**src/rtl/svs_ram.sv**
```systemverilog
module svs_ram #(
    parameter int WIDTH = 8,
    parameter int DEPTH = 16
) (
    input  logic                     clk,
    input  logic                     we,
    input  logic [$clog2(DEPTH)-1:0] waddr,
    input  logic [WIDTH-1:0]         wdata,
    input  logic [$clog2(DEPTH)-1:0] raddr,
    output logic [WIDTH-1:0]         rdata
);
    logic [WIDTH-1:0] mem [DEPTH];

    always_ff @(posedge clk)
    begin
        if (we)
        begin
            mem[waddr] <= wdata;
        end
        rdata <= mem[raddr];
    end
endmodule

```
**config.mk**
```make
export PLATFORM = sky130hd
export DESIGN_NAME = svs_ram
export DESIGN_NICKNAME = d
export VERILOG_FILES = /design/src/rtl/svs_ram.sv
export SDC_FILE = /design/constraint.sdc
export NUM_CORES = 1
export LEC_CHECK = 0
export BUFFER_PORTS_ARGS = -buffer_cell sky130_fd_sc_hd__buf_2
export CELL_PAD_IN_SITES_DETAIL_PLACEMENT = 1
export CELL_PAD_IN_SITES_GLOBAL_PLACEMENT = 2
export CORE_MARGIN = 3
export CORE_UTILIZATION = 43
export CTS_CLUSTER_DIAMETER = 60
export DETAILED_ROUTE_END_ITERATION = 6
export PLACE_DENSITY = 0.83
export SYNTH_ARGS = -nofsm -noshare
export SYNTH_HDL_FRONTEND = slang
export SYNTH_SLANG_ARGS = --single-unit
```
**constraint.sdc**
```tcl
create_clock -name clk -period 1.7 [get_ports clk]
set_clock_uncertainty 0.05 [all_clocks]
set_input_delay 0.255 -clock clk [delete_from_list [all_inputs] [get_ports clk]]
set_output_delay 0.255 -clock clk [all_outputs]
set_load 0.01 [all_outputs]
```
==> flow_metrics.py <==
metrics = {
    "clock_network": {
        "hold_buffers": 0,
        "ctsResizeCount": 0,
        "root_buffer": "clkbuf_16",
        "cts_buffers": 17,
        "clock_sinks": 136,
        "cts_max_path_buffers": 2,
        "clock_latency_ns": 0.41,
        "cts_tree": "yes",
        "post_cts_buffers": 0,
        "cts_max_level": 4,
        "clkSlewWorstSetupHoldPaths_ns": 0.05,
    },
    "synthesis": {
        "synth_seq_cells": 136,
        "ys_types": 19,
        "yosysWarnings": 0,
        "ys_seq_area_share_pct": 77.78,
        "syn_avg_cell_area_um2": 22.48,
        "synthAdderAreaFrac_pct": 0,
        "yosys.area_share.simple_pct": 3.184,
        "synth_top_area_share_pct": 74.67,
        "syn_nets": 247,
        "synth_top_family_by_area": "multiplexers",
        "synthMuxAreaShare_pct": 15.02,
        "synthXorXnorAreaFrac_pct": 0,
        "synth-main-ff-cell": "edfxtp_1",
        "synth_top_area_cell": "edfxtp_1",
        "synth_area_um2": 5147,
        "synthCells": 229,
        "synth-edff-count": 128,
        "synthTopCellsByArea": "edfxtp_1 75%, mux4_2 7.9%, mux4_1 7.1%",
        "postSynth.asyncResetShare_pct": 0,
        "synth_compound_area_share_pct": 2.333,
    },
    "drt": {
        "finalWirelength_mm": 11.62,
        "via_per_inst": 5.716,
        "dr_total_vias": 2538,
        "route.detailed.drc": 0,
        "antenna_left": 0,
        "wl_per_cell_um": 26.17,
        "drtPass1Iterations": 6,
        "drt_iter0_markers": 318,
    },
    "power": {
        "internal-power_w": 0.006179,
        "pwr-share-seq_pct": 49.3,
        "power_density_nw_per_um2": 1241,
        "p_sw_w": 0.001483,
        "p_comb_share_pct": 4.9,
        "peakVddDrop_v": 0.0007585,
        "clkPwrFrac_pct": 45.8,
        "power.leakage_nw": 2.129,
        "p_sw_share_pct": 19.35,
    },
    "critical_path": {
        "r2r_start": "mem[0][5]",
        "start_kind": "flop",
        "critPathMaxStageDelay_ns": 0.52,
        "cp_max_fo": 1,
        "slowest_stage": "mux4_1",
        "r2r_cells": 3,
        "end_kind": "flop",
        "worstSetupPathType": "flop to flop",
        "r2r_end": "rdata[5]",
        "arrival_ns": 1.65,
        "r2r_slack_ns": 0.28,
        "crit_required_ns": 1.93,
        "crit_chain": "mux4_1 > a22oi_1 > nand2_1",
    },
    "job": {
        "maxCapViolCount": 0,
    },
    "global_routing": {
        "grt-ovfl-total": 0,
        "grt_max_degree": 17,
        "antenna_found_initial": 0,
        "grt_pass1_wl_mm": 17.66,
        "grt_pass1_vias": 2806,
        "grt_use_total_pct": 19.31,
    },
    "timing": {
        "fin_crit_ns": 1.420,
        "hold_violations": 0,
        "period_share_pct": 83.51,
        "tightest_slew_ns": 0.8910,
        "slew_headroom_pct": 40.48,
        "fmax_mhz": 704.4,
        "slew_viol_final": 0,
        "setup_viol": 0,
        "tns_ns": 0,
        "rsz0062_at_grt": "false",
    },
    "worst_hold_path": {
        "whs_path_depth": 1,
        "min_from": "wdata[0]",
        "min_to": "mem[1][0]",
        "hold_class": "input port to flop",
    },
    "layout": {
        "nNetsFinal": 306,
        "antenna_cells": 0,
        "drive_gt1_share_pct": 31.89,
        "final_area_um2": 6176,
        "area_delta_synth_final_pct": 19.98,
    },
    "die": {
        "die_area_um2": 13320,
        "ioPinCount": 26,
        "die_h_um": 115.4,
        "coreArea_um2": 11560,
        "rows": 39,
        "initial_core_util_pct": 44.51,
        "die_x_um": 115.4,
    },
    "placement": {
        "hpwl_mm": 7.552,
        "place_area_um2": 5608,
        "port_buffers": 25,
        "place.gp.congestion": 0.7307,
    },
    "outcome": {
        "status": "finished clean",
    },
}
## cell usage after synthesis (all sizes together), types with 2 or more instances
cell           instances
clkdlybuf4s25          3
mux4                  32
edfxtp               128
dfxtp                  8
nand3b                 2
nor3                   4
a22oi                 16
nand2                  9
buf                    7
nand2b                 2
nor2                  13
## worst max path at each step
stage | startpoint | endpoint | cells past startpoint
2_1_floorplan | waddr[2] | mem[3][0] | 2
3_3_place_gp | raddr[0] | rdata[6] | 5
3_5_place_dp | raddr[0] | rdata[6] | 5
4_1_cts | mem[11][6] | rdata[6] | 3
5_1_grt | mem[11][6] | rdata[6] | 3
6_report | mem[0][5] | rdata[5] | 3
## per-layer routing
metal	wire length (µm)	up-vias	part of all wire [%]	global-route usage, %
li1	-	1091	-	-
met1	4451	1326	38	26.01
met2	6136	110	53	30.75
met3	857	11	7.4	4.856
met4	174	0	1.5	7.277
met5	0	-	0	0
## logic make-up (layout without fill, tap and decap cells)
kind of cell	Yosys count	in the layout
multiplexers	32	32
AO/OA/AOI/OAI	16	16
buffers and inverters	10	82
flip-flops	136	136
AND/OR/NAND/NOR	35	35
## sequential cells by signal (all words and copies together) (netlist names)
register  count
mem         128
rdata         8
## cell type report
type,instances,area (µm²)
fill,1013,5389
sequential,136,4004
multi-input combinational,83,1062
clock buffer,19,432.9
timing repair buffer,50,362.8
tap,143,178.9
clock inverter,13,135.1
## metrics by stage
| step | util (%) | hold WS, ns | power [W] | setup slack (ns) | cells |
|---|---|---|---|---|---|
| 5_1_grt | 53.40 | 0.1791 | 0.007941 | 0.2327 | 444 |
| 4_1_cts | 53.40 | 0.1652 | 0.007737 | 0.2697 | 444 |
| 3_3_place_gp | 48.49 | 0.5730 | 0.004197 | -0.01331 | 412 |
| 3_5_place_dp | 48.49 | 0.5988 | 0.004226 | -0.06237 | 412 |
| 6_report | 53.40 | 0.1739 | 0.007661 | 0.2803 | 444 |
| 2_1_floorplan | - | 0.3039 | 0.004035 | 0.1289 | 229 |
## power by group through the flow
stage               clock network (W)  logic [W]  registers (W)
floorplan                           0   0.000191        0.00384
global placement                    0   0.000357        0.00384
detailed placement                  0   0.000381        0.00384
CTS                           0.00358   0.000382        0.00378
global route                  0.00375   0.000406        0.00378
finish                        0.00351   0.000374        0.00378
## placed cells by master (no fill, tap or decap), types with 2 or more instances in the layout
cell       netlist  layout
mux4_1          14      14
dfxtp_1          8       8
nor2_1          13      13
a22oi_1         16      16
clkbuf_16        0      17
nor3_1           4       3
nand2_1          9       9
buf_12           0       4
edfxtp_1       128     128
buf_4            1      21
bufinv_16        0       3
nand3b_1         2       2
mux4_2          18      18
clkinv_2         0       6
buf_2            3      25
nand2b_1         2       2
clkinv_1         0       4
clkbuf_1         0       2
## worst max-delay path: cells and delay by family, from the launching register on
| kind | cells | cell delay [ns] |
|---|---|---|
| muxes | 1 | 0.52 |
| DFF | 1 | 0.37 |
| AOI/OAI and AO/OA | 1 | 0.27 |
| and+or+nand+nor | 1 | 0.09 |
No activity file was read; power rests on OpenSTA's default activity.
